==> config.mk <==
export PLATFORM = sky130hd
export DESIGN_NAME = sbus_frame_receiver_core
export DESIGN_NICKNAME = d
export VERILOG_FILES = /design/src/rtl/sfr_pkg.sv /design/src/rtl/sbus_frame_receiver_core.sv
export SDC_FILE = /design/constraint.sdc
export NUM_CORES = 1
export LEC_CHECK = 0
export BUFFER_PORTS_ARGS = -buffer_cell sky130_fd_sc_hd__clkbuf_2
export CORE_UTILIZATION = 65
export CTS_BUF_LIST = sky130_fd_sc_hd__clkbuf_8 sky130_fd_sc_hd__clkbuf_16
export CTS_CLUSTER_SIZE = 10
export DETAILED_ROUTE_END_ITERATION = 7
export PLACE_DENSITY_LB_ADDON = 0.12
export SETUP_SLACK_MARGIN = 0.15
export SLEW_MARGIN = 15
export SYNTH_ARGS = -nofsm -noshare
export SYNTH_HDL_FRONTEND = slang
export SYNTH_SLANG_ARGS = --single-unit
==> constraint.sdc <==
create_clock -name clk_i -period 11.2 [get_ports clk_i]
set_clock_uncertainty 0.05 [all_clocks]
set_input_delay 2.24 -clock clk_i [delete_from_list [all_inputs] [get_ports clk_i]]
set_output_delay 2.24 -clock clk_i [all_outputs]
set_load 0.01 [all_outputs]
==> src/rtl/sfr_pkg.sv <==
// Package for the frame receiver: frame layout, gap rule constants and field widths.
// No dependencies; used by sbus_frame_receiver_core.
package sfr_pkg;

  localparam int unsigned TickWidth   = 24;
  localparam int unsigned PosWidth    = 5;
  localparam int unsigned StoreDepth  = 24;
  localparam int unsigned PayloadLast = 22;
  localparam int unsigned ChanWidth   = 11;
  localparam int unsigned IdxWidth    = 4;
  localparam int unsigned AccWidth    = 18;
  localparam int unsigned CntWidth    = 5;
  localparam int unsigned MemAddrW    = 6;
  localparam int unsigned MemDepth    = 64;

  localparam logic [7:0]           StartByte    = 8'h0f;
  localparam logic [15:0]          GapLimitRst  = 16'h1690;
  localparam logic [TickWidth-1:0] ReloadRst    = {TickWidth{1'b1}};
  localparam logic [15:0]          OverrunGap   = 16'hFFFE;
  localparam logic [15:0]          GapSat       = 16'hFFFF;
  localparam logic [PosWidth-1:0]  LastPos      = PosWidth'(StoreDepth);
  localparam logic [IdxWidth-1:0]  LastChannel  = {IdxWidth{1'b1}};

  localparam logic RegGapLimit = 1'b0;
  localparam logic RegReload   = 1'b1;

  typedef struct packed {
    logic [7:0]            footer;
    logic [ChanWidth-1:0]  value;
    logic [IdxWidth-1:0]   index;
  } out_item_t;

endpackage

==> src/rtl/sbus_frame_receiver_core.sv <==
// Frame receiver: one byte per request, gap check, banked frame store and channel unpacker.
// Depends on sfr_pkg.
// Once the last frame byte is accepted its bank is marked full and the unpacker starts on it;
// the 22 payload byte reads pace the 16 channels, which leave through the output register.
// Throughput: one input byte per cycle; input stalls only while both store banks hold
// frames not yet unpacked. Reset (rst_ni low, asynchronous) returns to hunting with both
// banks free and registers at their reset values; the store itself is not cleared.
module sbus_frame_receiver_core (
  input  logic        clk_i,
  input  logic        rst_ni,
  input  logic        s_axis_tvalid_i,
  output logic        s_axis_tready_o,
  input  logic [31:0] s_axis_tdata_i,   // [7:0] rx_byte, [31:8] tick_now
  input  logic        s_axis_tuser_i,   // [0] overrun
  output logic        m_axis_tvalid_o,
  input  logic        m_axis_tready_i,
  output logic [23:0] m_axis_tdata_o,   // [3:0] channel_index, [14:4] channel_value,
                                        // [22:15] footer_byte, [23] zero
  output logic        m_axis_tlast_o,   // last_channel
  input  logic        psel_i,
  input  logic        penable_i,
  input  logic        pwrite_i,
  input  logic [2:0]  paddr_i,
  input  logic [31:0] pwdata_i,
  output logic [31:0] prdata_o,
  output logic        pready_o
);

  localparam int unsigned TW = sfr_pkg::TickWidth;

  logic [15:0]   gap_limit_q;
  logic [TW-1:0] reload_q;

  logic [sfr_pkg::PosWidth-1:0] pos_q;
  logic                         failed_q;
  logic [TW-1:0]                prev_tick_q;
  logic                         wb_q;
  logic [1:0]                   full_q;
  logic [7:0]                   footer_q [2];

  logic [7:0] mem_q [sfr_pkg::MemDepth];
  logic [7:0] rdata_q;
  logic       byte_v_q;

  logic                          active_q;
  logic                          rb_q;
  logic [sfr_pkg::CntWidth-1:0]  rd_addr_q;
  logic [sfr_pkg::AccWidth-1:0]  acc_q;
  logic [sfr_pkg::CntWidth-1:0]  cnt_q;
  logic [sfr_pkg::IdxWidth-1:0]  ch_q;

  logic               out_v_q;
  sfr_pkg::out_item_t out_q;
  logic               out_last_q;

  // configuration port
  logic cfg_we;
  assign cfg_we   = psel_i & penable_i & pwrite_i;
  assign pready_o = 1'b1;

  always_comb begin
    unique case (paddr_i[2])
      sfr_pkg::RegGapLimit: prdata_o = {16'b0, gap_limit_q};
      sfr_pkg::RegReload:   prdata_o = 32'(reload_q);
      default:              prdata_o = '0;
    endcase
  end

  always_ff @(posedge clk_i or negedge rst_ni) begin
    if (!rst_ni) begin
      gap_limit_q <= sfr_pkg::GapLimitRst;
      reload_q    <= sfr_pkg::ReloadRst;
    end else if (cfg_we) begin
      if (paddr_i[2] == sfr_pkg::RegGapLimit) begin
        gap_limit_q <= pwdata_i[15:0];
      end else begin
        reload_q <= pwdata_i[TW-1:0];
      end
    end
  end

  // input side: gap measure and store write
  logic [7:0]    rx_byte;
  logic [TW-1:0] tick_now;
  logic          hunting;
  logic          accept;
  logic          mem_we;
  logic [TW:0]   wrap_sum;
  logic [TW:0]   gap_wide;
  logic [15:0]   gap;
  logic          fail_now;
  logic [sfr_pkg::PosWidth-1:0] wr_idx;

  assign rx_byte  = s_axis_tdata_i[7:0];
  assign tick_now = s_axis_tdata_i[8 +: TW];
  assign hunting  = (pos_q == '0) || (pos_q > sfr_pkg::LastPos);
  assign s_axis_tready_o = hunting || !full_q[wb_q];
  assign accept   = s_axis_tvalid_i & s_axis_tready_o;
  assign mem_we   = accept & !hunting;
  assign wr_idx   = pos_q - sfr_pkg::PosWidth'(1);
  assign wrap_sum = {1'b0, prev_tick_q} + {1'b0, reload_q};

  always_comb begin
    if (prev_tick_q > tick_now) begin
      gap_wide = {1'b0, prev_tick_q - tick_now};
    end else if (wrap_sum >= {1'b0, tick_now}) begin
      gap_wide = wrap_sum - {1'b0, tick_now};
    end else begin
      gap_wide = (TW+1)'(sfr_pkg::GapSat);
    end
    priority if (s_axis_tuser_i) begin
      gap = sfr_pkg::OverrunGap;
    end else if (gap_wide > (TW+1)'(sfr_pkg::GapSat)) begin
      gap = sfr_pkg::GapSat;
    end else begin
      gap = gap_wide[15:0];
    end
  end

  assign fail_now = failed_q | (gap > gap_limit_q);

  // unpacker control
  logic                          out_free;
  logic                          emit_need;
  logic                          consume;
  logic                          emit_fire;
  logic                          rd_en;
  logic                          start;
  logic                          done;
  logic [sfr_pkg::AccWidth-1:0]  acc_new;

  assign out_free  = !out_v_q || m_axis_tready_i;
  assign emit_need = cnt_q >= sfr_pkg::CntWidth'(3);
  assign consume   = byte_v_q && (!emit_need || out_free);
  assign emit_fire = consume && emit_need;
  assign rd_en     = active_q && (rd_addr_q < sfr_pkg::CntWidth'(sfr_pkg::PayloadLast))
                     && (!byte_v_q || consume);
  assign start     = !active_q && full_q[rb_q];
  assign done      = emit_fire && (ch_q == sfr_pkg::LastChannel);
  assign acc_new   = acc_q | (sfr_pkg::AccWidth'(rdata_q) << cnt_q);

  always_ff @(posedge clk_i) begin
    if (mem_we) begin
      mem_q[{wb_q, wr_idx}] <= rx_byte;
    end
    if (rd_en) begin
      rdata_q <= mem_q[{rb_q, rd_addr_q}];
    end
  end

  always_ff @(posedge clk_i or negedge rst_ni) begin
    if (!rst_ni) begin
      pos_q       <= '0;
      failed_q    <= 1'b0;
      prev_tick_q <= '0;
      wb_q        <= 1'b0;
    end else if (accept) begin
      prev_tick_q <= tick_now;
      if (hunting) begin
        if (rx_byte == sfr_pkg::StartByte) begin
          pos_q    <= sfr_pkg::PosWidth'(1);
          failed_q <= 1'b0;
        end else begin
          pos_q <= '0;
        end
      end else if (pos_q == sfr_pkg::LastPos) begin
        pos_q    <= '0;
        failed_q <= 1'b0;
        if (!fail_now) begin
          wb_q <= !wb_q;
        end
      end else begin
        pos_q    <= pos_q + sfr_pkg::PosWidth'(1);
        failed_q <= fail_now;
      end
    end
  end

  always_ff @(posedge clk_i) begin
    if (mem_we && (pos_q == sfr_pkg::LastPos)) begin
      footer_q[wb_q] <= rx_byte;
    end
  end

  always_ff @(posedge clk_i or negedge rst_ni) begin
    if (!rst_ni) begin
      full_q <= 2'b00;
    end else begin
      for (int b = 0; b < 2; b++) begin
        if (mem_we && (pos_q == sfr_pkg::LastPos) && !fail_now && (wb_q == 1'(b))) begin
          full_q[b] <= 1'b1;
        end else if (done && (rb_q == 1'(b))) begin
          full_q[b] <= 1'b0;
        end
      end
    end
  end

  always_ff @(posedge clk_i or negedge rst_ni) begin
    if (!rst_ni) begin
      active_q  <= 1'b0;
      rb_q      <= 1'b0;
      rd_addr_q <= '0;
      acc_q     <= '0;
      cnt_q     <= '0;
      ch_q      <= '0;
      byte_v_q  <= 1'b0;
    end else begin
      if (rd_en) begin
        rd_addr_q <= rd_addr_q + sfr_pkg::CntWidth'(1);
        byte_v_q  <= 1'b1;
      end else if (consume) begin
        byte_v_q <= 1'b0;
      end
      if (consume) begin
        if (emit_need) begin
          acc_q <= acc_new >> sfr_pkg::ChanWidth;
          cnt_q <= cnt_q - sfr_pkg::CntWidth'(3);
          ch_q  <= ch_q + sfr_pkg::IdxWidth'(1);
        end else begin
          acc_q <= acc_new;
          cnt_q <= cnt_q + sfr_pkg::CntWidth'(8);
        end
      end
      if (start) begin
        active_q  <= 1'b1;
        rd_addr_q <= '0;
        acc_q     <= '0;
        cnt_q     <= '0;
        ch_q      <= '0;
      end else if (done) begin
        active_q <= 1'b0;
        rb_q     <= !rb_q;
      end
    end
  end

  // output register
  always_ff @(posedge clk_i or negedge rst_ni) begin
    if (!rst_ni) begin
      out_v_q <= 1'b0;
    end else if (emit_fire) begin
      out_v_q <= 1'b1;
    end else if (m_axis_tready_i) begin
      out_v_q <= 1'b0;
    end
  end

  always_ff @(posedge clk_i) begin
    if (emit_fire) begin
      out_q.index  <= ch_q;
      out_q.value  <= acc_new[sfr_pkg::ChanWidth-1:0];
      out_q.footer <= footer_q[rb_q];
      out_last_q   <= (ch_q == sfr_pkg::LastChannel);
    end
  end

  assign m_axis_tvalid_o = out_v_q;
  assign m_axis_tdata_o  = {1'b0, out_q};
  assign m_axis_tlast_o  = out_last_q;

`ifndef SYNTHESIS
  assert property (@(posedge clk_i) disable iff (!rst_ni)
    active_q |-> full_q[rb_q])
    else $error("unpacker runs on a free bank");

  assert property (@(posedge clk_i) disable iff (!rst_ni)
    (mem_we && active_q) |-> (wb_q != rb_q))
    else $error("frame write hits the bank being unpacked");

  assert property (@(posedge clk_i) disable iff (!rst_ni)
    rd_en |-> (rd_addr_q < sfr_pkg::CntWidth'(sfr_pkg::PayloadLast)))
    else $error("unpacker reads past the channel bytes");
`endif

endmodule
Yosys cells after proc, flatten, opt, wreduce, memory -nomap -nowiden
Memory sizes are Yosys's and may differ from the RTL's. A register that Yosys moved wholly into a read port is not among the register bits.
Cells that the tools add are included.
{ "word_totals": {"wordCells": 137, "input_bits": 75, "ramBits": 528, "out_inout_bits": 60, "n_memories": 2, "register_bits": 125} }
{ "classes": {"bitwise_logic": 12, "n_eq_ne": 4, "n_shift": 1, "n_mux": 40, "n_addsub": 9, "n_reduce_logical": 41, "magnitude_cmp": 9} }
{ "memory_table": {"columns": ["memory", "depth", "word_bits", "rd", "rd_ports_with_merged_regs", "wr", "line", "source"], "rows": [
  ["mem_q", 64, 8, 1, 1, 1, "sbus_frame_receiver_core.sv:41", "logic [7:0] mem_q [sfr_pkg::MemDepth];"],
  ["footer_q", 2, 8, 1, 1, 1, "sbus_frame_receiver_core.sv:39", "logic [7:0] footer_q [2];"]
]} }
{ "ops": {"columns": ["cell", "count"], "rows": [
  ["32-bit case mux with 2 select lines", 1],
  ["18-bit 2-to-1 mux", 3],
  ["25-bit 2-to-1 mux", 2],
  ["5-bit 2-to-1 mux", 7],
  ["16-bit 2-to-1 mux", 2],
  ["24-bit by 24-bit adder with 25-bit output", 1],
  ["25-bit by 24-bit greater-or-equal comparator with 1-bit output", 1],
  ["25-bit by 16-bit greater-than comparator with 1-bit output (second input constant)", 1],
  ["25-bit by 24-bit subtractor with 25-bit output", 1],
  ["24-bit greater-than comparator", 1],
  ["24-bit subtractor", 1],
  ["1-bit 2-to-1 mux", 22],
  ["18-bit OR", 1],
  ["8-bit by 5-bit << shifter with 18-bit output", 1],
  ["16-bit greater-than comparator", 1],
  ["2-bit nonzero test", 8],
  ["1-bit logical AND", 12],
  ["4-bit 2-to-1 mux", 3],
  ["5-bit by 1-bit adder with 5-bit output (second input constant)", 2],
  ["2-bit AND reduction", 5],
  ["1-bit zero test", 9],
  ["8-bit by 4-bit == test with 1-bit output (second input constant)", 1],
  ["1-bit NOT", 6],
  ["5-bit by 4-bit adder with 5-bit output (second input constant)", 1],
  ["other kinds (15)", 23]
]} }

Logic depth before layout (Yosys ltp)
Gate-level depths: netlist (run 1).
{ "logic_depth": {"word_depth": 13, "ltp_mapped": 32, "mapped_depth_nobuf": 31} }

Worst setup path after synthesis (run 1)
Ideal clock, no wire load.
{ "synth_path": {"path_kind": "in2reg", "startpoint": "input s_axis_tdata_i[8]", "endpoint": "register wb_q", "n_path_buf": 0, "path_slack_ns": 4.522, "t_arrival_ns": 6.496, "cell_stages": 22, "setup_time_ns": 0.132, "required_time_ns": 11.018, "path_cell_list": "ha_1 inv_1 fa_1 a21o_2 a311o_1 nand3_1 o21ai_0 xor2_1 or4_1 a2111o_1 o311ai_4 nand3_1 ha_1 nor2b_1 o21a_1 o21a_1 o21a_1 o21a_1 o21ai_0 a211o_1 a41oi_1 xnor2_1"} }
{ "synth_between": {"elab_chain_cells": 10, "word_cells_on_any_way": 13, "cone_classes": "2 x add/sub; 4 x order compare; 4 x mux; 2 x bitwise; 1 x reduce/logical"} }
{ "synth_lines": {"columns": ["item", "line", "source"], "rows": [
  ["start, declared", "sbus_frame_receiver_core.sv:13", "input logic [31:0] s_axis_tdata_i,"],
  ["25-bit by 24-bit subtractor with 25-bit output or 25-bit by 24-bit greater-or-equal comparator with 1-bit output (tied branches)", "sbus_frame_receiver_core.sv:107, sbus_frame_receiver_core.sv:106", null],
  ["25-bit 2-to-1 mux", "sbus_frame_receiver_core.sv:106", "end else if (wrap_sum >= {1'b0, tick_now}) begin"],
  ["25-bit 2-to-1 mux *", "sbus_frame_receiver_core.sv:104", "if (prev_tick_q > tick_now) begin"],
  ["25-bit by 16-bit greater-than comparator with 1-bit output", "sbus_frame_receiver_core.sv:113", "end else if (gap_wide > (TW+1)'(sfr_pkg::GapSat)) begin"],
  ["16-bit 2-to-1 mux *", "sbus_frame_receiver_core.sv:113", null],
  ["16-bit 2-to-1 mux *", "sbus_frame_receiver_core.sv:111", "priority if (s_axis_tuser_i) begin"],
  ["16-bit greater-than comparator *", "sbus_frame_receiver_core.sv:120", "assign fail_now = failed_q | (gap > gap_limit_q);"],
  ["1-bit OR *", "sbus_frame_receiver_core.sv:120", null],
  ["1-bit NOT (no line) *", null, null],
  ["4-bit AND reduction (no line) *", null, null],
  ["end signal, assigned", "sbus_frame_receiver_core.sv:170", "wb_q <= !wb_q;"],
  ["end, declared", "sbus_frame_receiver_core.sv:37", "logic wb_q;"]
]} }
Every way passes the cells marked *; elsewhere a longest branch is shown, timed or not.
A chain may end at the register's enable or synchronous reset.

Final worst setup path (run 1)
{ "layout_path": {"startpoint": "register prev_tick_q[0]", "endpoint": "register full_q[1]"} }
{ "layout_between": {"elab_chain_cells": 13, "word_cells_on_any_way": 17, "cone_classes": "3 x add/sub; 4 x order compare; 5 x mux; 1 x bitwise; 4 x reduce/logical"} }
{ "layout_lines": {"columns": ["item", "line", "source"], "rows": [
  ["start, declared", "sbus_frame_receiver_core.sv:36", "logic [TW-1:0] prev_tick_q;"],
  ["start signal, assigned", "sbus_frame_receiver_core.sv:158", "prev_tick_q <= tick_now;"],
  ["24-bit by 24-bit adder with 25-bit output", "sbus_frame_receiver_core.sv:101", "assign wrap_sum = {1'b0, prev_tick_q} + {1'b0, reload_q};"],
  ["25-bit by 24-bit subtractor with 25-bit output or 25-bit by 24-bit greater-or-equal comparator with 1-bit output (tied branches)", "sbus_frame_receiver_core.sv:107, sbus_frame_receiver_core.sv:106", null],
  ["25-bit 2-to-1 mux", "sbus_frame_receiver_core.sv:106", null],
  ["25-bit 2-to-1 mux *", "sbus_frame_receiver_core.sv:104", null],
  ["25-bit by 16-bit greater-than comparator with 1-bit output", "sbus_frame_receiver_core.sv:113", null],
  ["16-bit 2-to-1 mux *", "sbus_frame_receiver_core.sv:113", null],
  ["16-bit 2-to-1 mux *", "sbus_frame_receiver_core.sv:111", null],
  ["16-bit greater-than comparator *", "sbus_frame_receiver_core.sv:120", null],
  ["1-bit OR *", "sbus_frame_receiver_core.sv:120", null],
  ["1-bit zero test *", "sbus_frame_receiver_core.sv:190", "if (mem_we && (pos_q == sfr_pkg::LastPos) && !fail_now && (wb_q == 1'(b))) begin"],
  ["1-bit logical AND * (2 in series)", "sbus_frame_receiver_core.sv:190", null],
  ["1-bit 2-to-1 mux or 2-bit nonzero test (tied branches)", null, null],
  ["end signal, assigned", "sbus_frame_receiver_core.sv:187", "full_q <= 2'b00;"],
  ["end signal, assigned by index", "sbus_frame_receiver_core.sv:191", "full_q[b] <= 1'b1;"],
  ["end signal, assigned by index", "sbus_frame_receiver_core.sv:193", "full_q[b] <= 1'b0;"],
  ["end, declared", "sbus_frame_receiver_core.sv:38", "logic [1:0] full_q;"]
]} }
Marks and branches as above.

==> summary.txt, run 1 <==
post-CTS setup buffer count = 0
clock latency on the worst-skew pair = 620 ps
critical path arrival = 8630 ps
number of library cell types mapped by synthesis = 88
Synth async-reset ratio = 16.29%
final hold vios = 0
Max FO, Critical Path = 15
Critical Path Sink Type = flop
sequential element share of the synthesized area = 62.67%
CTS Buffer Depth = 3
dpl hpwl = 47370 um
Yosys warning count = 0
die width = 221.2 um
Resize count post-CTS = 0
area grow syn2layout = 10.58%
Reg clk slew, reported paths = 60 ps
CTS tree = built
CTS Sinks = 669
worst hold path type = reg -> reg
CTS buffer count = 78
Max Cap Viol = 0
TritonRoute pass-1 iters = 6
Slew @ Worst Pin = 1183 ps
fmax = 122.8 MHz
CP most frequent cell = o21a_1
Die ar. = 0.04895 sq mm
Worst R2R Path Depth = 29
Pwr Total = 6340 uW
final-stage net count = 2402
first-pass GRT wire length = 114200 um
Initial Util = 66.55%
final hold slack = 448.3 ps
initial antenna violation count = 0
H-Tree Depth = 3
ANT cells = 0
Post-Route WL = 74130 um
DR iter-0 viols = 2031
pin count of the biggest net entering global routing = 69
CP Class = reg -> reg
outcome = complete, no violations
Remaining DRCs = 0
main flop type after synthesis = edfxtp_1
Post-Syn Area = 0.03124 sq mm
# rows = 79
ratio of cells with drive above 1 in the final layout = 21.15%
post-layout min period = 8145 ps
hold buffers post-CTS = 0
Slew HR = 21.14%
Top Ports = 135
total track usage = 31.08%
IO buf count = 114
Crit path required time = 11690 ps
vias in the first global route = 19210
Mean Syn Cell Area = 14.80 sq um
startpoint types = flop
Pins Over Slew Limit = 0
# setup viols final = 0
Cells after Synth = 2111
peak supply drop = 0.2009 mV
RSZ-0062 raised after global routing = false
Fin Setup TNS = 0 ps
post-route ant nets = 0
PD cells = 183.5 mW/mm^2
GRT overflow = 0
Min-Delay Path Depth = 0
core box area = 0.04695 sq mm
fin crit share = 72.72%
Max stage delay on crit path = 820 ps
Filler Cell Count = 2863
die extent in y = 221.2 um
Worst path slowest cell = o311ai_0
placer congestion estimate = 0.9314
CTS root buffer = clkbuf_16
CP bufs+invs = 1
r2r setup slk = 3050 ps
drt via density = 6.576
LEAKAGE = 0.01243 uW
number of flops mapped to enable cells by yosys = 560
routed vias = 18920
wire length per cell = 25.77 um
Crit path max-delay family = compound AO/OA/AOI/OAI gates
WP depth = 29
Seq cells post-synth = 669
==> kinds of logic after synthesis <==
logic type	synth area share, %
simple gates	6.611
xor+xnor	2.046
fa+ha+maj	3.996
mux	13.98
buf+inv	2.491
compound gates	8.189
other cells	0.02404
flops	62.67
==> path summary, 6_finish.rpt <==
path / start / end
max reg2reg: prev_tick_q[0]$_DFFE_PN0P_ / full_q[1]$_DFFE_PN0P_
min reg2reg: ch_q[3]$_DFFE_PN0P_ / m_axis_tdata_o[3]$_DFFE_PP_
max: prev_tick_q[0]$_DFFE_PN0P_ / full_q[1]$_DFFE_PN0P_
min: ch_q[3]$_DFFE_PN0P_ / m_axis_tdata_o[3]$_DFFE_PP_
max in group asynchronous: rst_ni / rd_addr_q[1]$_DFFE_PN0P_
min in group asynchronous: rst_ni / prev_tick_q[8]$_DFFE_PN0P_
==> power by group <==
part / switching [uW] / total [uW] / internal, uW
Combinational: 750 / 1240 / 489
Sequential: 43.4 / 2810 / 2770
Clock: 964 / 2290 / 1330
Total: 1760 / 6340 / 4580
==> cell usage in the layout (no fill, tap or decap), types with 24 or more instances in the layout <==
| master | n |
|---|---|
| mux4_2 | 145 |
| mux2i_1 | 47 |
| mux2_2 | 56 |
| inv_1 | 106 |
| nor2_1 | 158 |
| ha_1 | 95 |
| o21ai_0 | 92 |
| dfstp_2 | 29 |
| o22ai_1 | 24 |
| edfxtp_1 | 560 |
| a21oi_1 | 104 |
| dfrtp_1 | 77 |
| clkbuf_16 | 81 |
| xnor2_1 | 52 |
| a21o_1 | 39 |
| nand2_1 | 119 |
| clkbuf_2 | 113 |
| nand3_1 | 44 |
==> layout make-up <==
type	instances	area (sq um)	area share, %
Clock buffer	82	2041	5.907
Clock inverter	39	241.5	0.6989
Inverter	79	296.5	0.8583
Multi-Input combinational cell	1270	10920	31.61
Sequential cell	669	19590	56.70
Tap cell	607	759.5	2.198
Timing Repair Buffer	131	700.7	2.028
==> routing by layer <==
metal  vias to the layer above  GRT usage (%)  part of all wire (%)
met5                         -              0                     0
met4                         0          11.14                   3.5
met3                       179          6.321                   8.1
met2                       932          50.50                    49
met1                      9412          42.11                    40
li1                       8397              -                     -
==> cells in the mapped netlist (8+ instances only) <==
master    count  area [sq um]
buf_1        27         101.4
nand4_1      18         112.6
dfstp_2      29         762.0
o21a_1       14         105.1
o22ai_1      24         150.1
a211oi_1     15         112.6
o221ai_1     18         157.7
nand3_1      44         220.2
dfrtp_1      80          2002
buf_4        10         75.07
a31oi_1      14         87.58
mux2i_1      47         470.5
and2_1       19         118.9
o21bai_1     12         90.09
nor2b_1       9         56.30
xor2_1       21         183.9
nand2b_1     12         75.07
xnor2_1      52         455.4
ha_1         95          1189
and3_1        8         50.05
a21oi_1     104         520.5
a21o_1       39         292.8
o211ai_1      8         60.06
clkbuf_1     52         195.2
mux2_2       56         630.6
edfxtp_1    560         16820
o21ai_0      92         460.4
inv_1        74         277.8
nor3_1       21         105.1
mux4_2      145          3266
nor2_1      159         596.8
nand2_1     120         450.4
==> flip-flops by register name, summed over array words and instances, names as in the netlist, 2 cells and up <==
signal,count
mem_q,512
rdata_q,8
acc_q,18
pos_q,5
full_q,2
footer_q,16
cnt_q,5
reload_q,24
prev_tick_q,24
gap_limit_q,16
ch_q,4
rd_addr_q,5
m_axis_tdata_o,23
==> stage by stage <==
stage / area, sq um / worst slack, ps / std cells / utilization [%]
floorplan: 31280 / 4522 / 2119 / -
global placement: 32270 / 3256 / 2756 / 68.72
detailed placement: 32270 / 3145 / 2756 / 68.72
CTS: 34550 / 3135 / 2877 / 73.59
global route: 34550 / 2704 / 2877 / 73.59
finish: 34550 / 3055 / 2877 / 73.59
Power figures use the tool's default switching activity.
==> run 2: changes to the inputs <==
- CORE_UTILIZATION: 65 -> 62
- clock period: 11.2 -> 7.56 ns (I/O delays scaled with it)
==> run 2 against run 1 <==
  * Sequential share of layout area decreased by 0.13 points
  * Critical endpoint is now wb_q$_DFFE_PN0P_
  * Global-route usage decreased by 1.3 points
  * Critical path type unchanged
  * Core utilization fell by 3.4 points
  * Critical path depth is 1 higher
  * Largest cell class unchanged
  * Design area increased by 0.23%
  * Maximum frequency rose by 16%
  * Final cell count grew 2.0%
==> summary.txt, run 2 (synthesis gave the netlist of run 1 again) <==
area grow syn2layout = 10.83%
fmax = 142.0 MHz (+16%)
die width = 226.5 um (+2.4%)
ratio of cells with drive above 1 in the final layout = 21.88% (+0.74 points)
# rows = 81 (+2.5%)
CP Class = reg -> reg
PD cells = 268.7 mW/mm^2 (+46%)
commonest cells after routing, fill and taps aside = 560 x edfxtp_1, 158 x nor2_1, 145 x mux4_2
Die ar. = 0.05130 sq mm (+4.8%)
clock latency on the worst-skew pair = 610 ps (about the same)
TritonRoute pass-1 iters = 6 (unchanged)
final hold vios = 0 (unchanged)
Psw = 2571 uW (+46%)
placer congestion estimate = 0.9472 (+1.7%)
sequential share of power = 44.7% (+0.4 points)
Fin Setup TNS = 0 ps (unchanged)
CTS tree = built
GRT overflow = 0 (unchanged)
ANT cells = 0 (unchanged)
die extent in y = 226.5 um (+2.4%)
Post-Place Cells = 2823 (+2.4%)
vias in the first global route = 18470 (-3.8%)
Pint = 6734 uW (+47%)
Largest register FFs = 512 (unchanged)
post-layout min period = 7041 ps (-1104 ps)
critical path arrival = 7470 ps (-1160 ps)
IO buf count = 114 (unchanged)
outcome = complete, no violations
clock share of power = 34.8% (-1.3 points)
Crit path required time = 7980 ps (-3710 ps)
Initial Util = 63.31% (-3.2 points)
Remaining DRCs = 0 (unchanged)
Top reg by flops = mem_q
Max Cap Viol = 0 (unchanged)
CTS Buffer Depth = 3 (unchanged)
Regs by FF count = mem_q (512), prev_tick_q (24), reload_q (24)
Top Ports = 135 (unchanged)
wire length per cell = 25.19 um (-2.2%)
H-Tree Depth = 3 (unchanged)
Critical Path Sink Type = flop
Pins Over Slew Limit = 0 (unchanged)
Sw Ratio = 27.63% (-0.099 points)
total track usage = 29.74% (-1.3 points)
DR iter-0 viols = 1841 (-9.4%)
# setup viols final = 0 (unchanged)
LEAKAGE = 0.01241 uW (-0.18%)
fin cells = 2935 (+2.0%)
Max FO, Critical Path = 6 (-9)
final-stage net count = 2414 (+0.50%)
Slew HR = 27.40% (+6.3 points)
commonest non-fill, non-tap cell in the layout = edfxtp_1
CTS Sinks = 669 (unchanged)
Worst path slowest cell = or4_1
startpoint types = flop
peak supply drop = 0.2701 mV (+34%)
Util after Layout = 70.16% (-3.4 points)
fin crit share = 93.14% (+20 points)
initial antenna violation count = 1 (+1)
Max stage delay on crit path = 560 ps (-260 ps)
Reg clk slew, reported paths = 60 ps (about the same)
post-route ant nets = 0 (unchanged)
worst hold path type = reg -> reg
drt via density = 6.435 (-2.1%)
Min-Delay Path Depth = 0 (unchanged)
Worst R2R Path Depth = 30 (+3.4%)
CTS root buffer = clkbuf_16
routed vias = 18890 (-0.17%)
RSZ-0062 raised after global routing = false
Slew @ Worst Pin = 1089 ps (-93.98 ps)
dpl hpwl = 47520 um (+0.33%)
CP most frequent cell = o21a_1
CTS buffer count = 77 (-1.3%)
pin count of the biggest net entering global routing = 84 (+22%)
first-pass GRT wire length = 111900 um (-2.0%)
core box area = 0.04936 sq mm (+5.1%)
Post-Route WL = 73920 um (-0.28%)
combinational power share = 20.4% (+0.9 points)
[run 2: area by class of cell]
type	instances	area, sq um
Tap cell	664	830.8
Inverter	79	296.5
Clock buffer	80	1991
Timing Repair Buffer	144	814.5
Fill cell	3255	14730
Clock inverter	29	155.1
Multi-Input combinational cell	1270	10950
Sequential cell	669	19590
[run 2: power by group through the flow]
stage                     sequential (uW)  combinational (uW)  clock, uW
final                                4160                1900       3240
after global routing                 4170                2080       3430
after CTS                            4160                1860       3290
after detailed placement             4230                1840          0
after global placement               4230                1810          0
after floorplan                      4210                1380          0
[run 2: critical path: cells and delay by family, from the launching register on]
| family | cells | cell delay (ps) |
|---|---|---|
| xor gates and xnor gates | 2 | 320 |
| and+or+nand+nor | 6 | 1440 |
| buffers and inverters | 2 | 210 |
| DFF | 1 | 540 |
| AOI/OAI and AO/OA | 16 | 3010 |
| adders and majority gates | 4 | 1310 |
[run 2: path summary, 6_finish.rpt]
kind | startpoint | end | slack, ps
min | ch_q[3]$_DFFE_PN0P_ | m_axis_tdata_o[3]$_DFFE_PP_ | 440
min in group asynchronous | rst_ni | prev_tick_q[12]$_DFFE_PN0P_ | 850
max | reload_q[0]$_DFFE_PN1P_ | wb_q$_DFFE_PN0P_ | 520
min reg2reg | ch_q[3]$_DFFE_PN0P_ | m_axis_tdata_o[3]$_DFFE_PP_ | 440
max in group asynchronous | rst_ni | rd_addr_q[0]$_DFFE_PN0P_ | 5210
max reg2reg | reload_q[0]$_DFFE_PN1P_ | wb_q$_DFFE_PN0P_ | 520
[run 2: timing repair]
item                                    in CTS  in global routing
endpoints found under the setup margin       3                  4
resized for setup                            1                 10
hold buffers                                 0                  0
pin swaps                                    0                  3
buffers inserted                             0                  3
hold endpoints to repair                     0                  0
[run 2: metal layers]
layer	track usage (%)	routed length (um)	vias up
met2	47.79	35470	862
met5	0	12	-
met4	9.634	2277	2
met3	5.650	6109	148
li1	-	-	8417
met1	41.35	30060	9458
[run 2: through the flow]
| step | cell area, sq um | worst slack (ps) | hold WS [ps] | power (uW) |
|---|---|---|---|---|
| 2_1_floorplan | 31280 | 1227 | 409.2 | 5585 |
| 3_3_place_gp | 32430 | 286.3 | 419.8 | 6038 |
| 3_5_place_dp | 32430 | 182.9 | 429.9 | 6073 |
| 4_1_cts | 34570 | 303.4 | 442.0 | 9307 |
| 5_1_grt | 34630 | 153.1 | 463.2 | 9680 |
| 6_report | 34630 | 518.9 | 440.2 | 9306 |
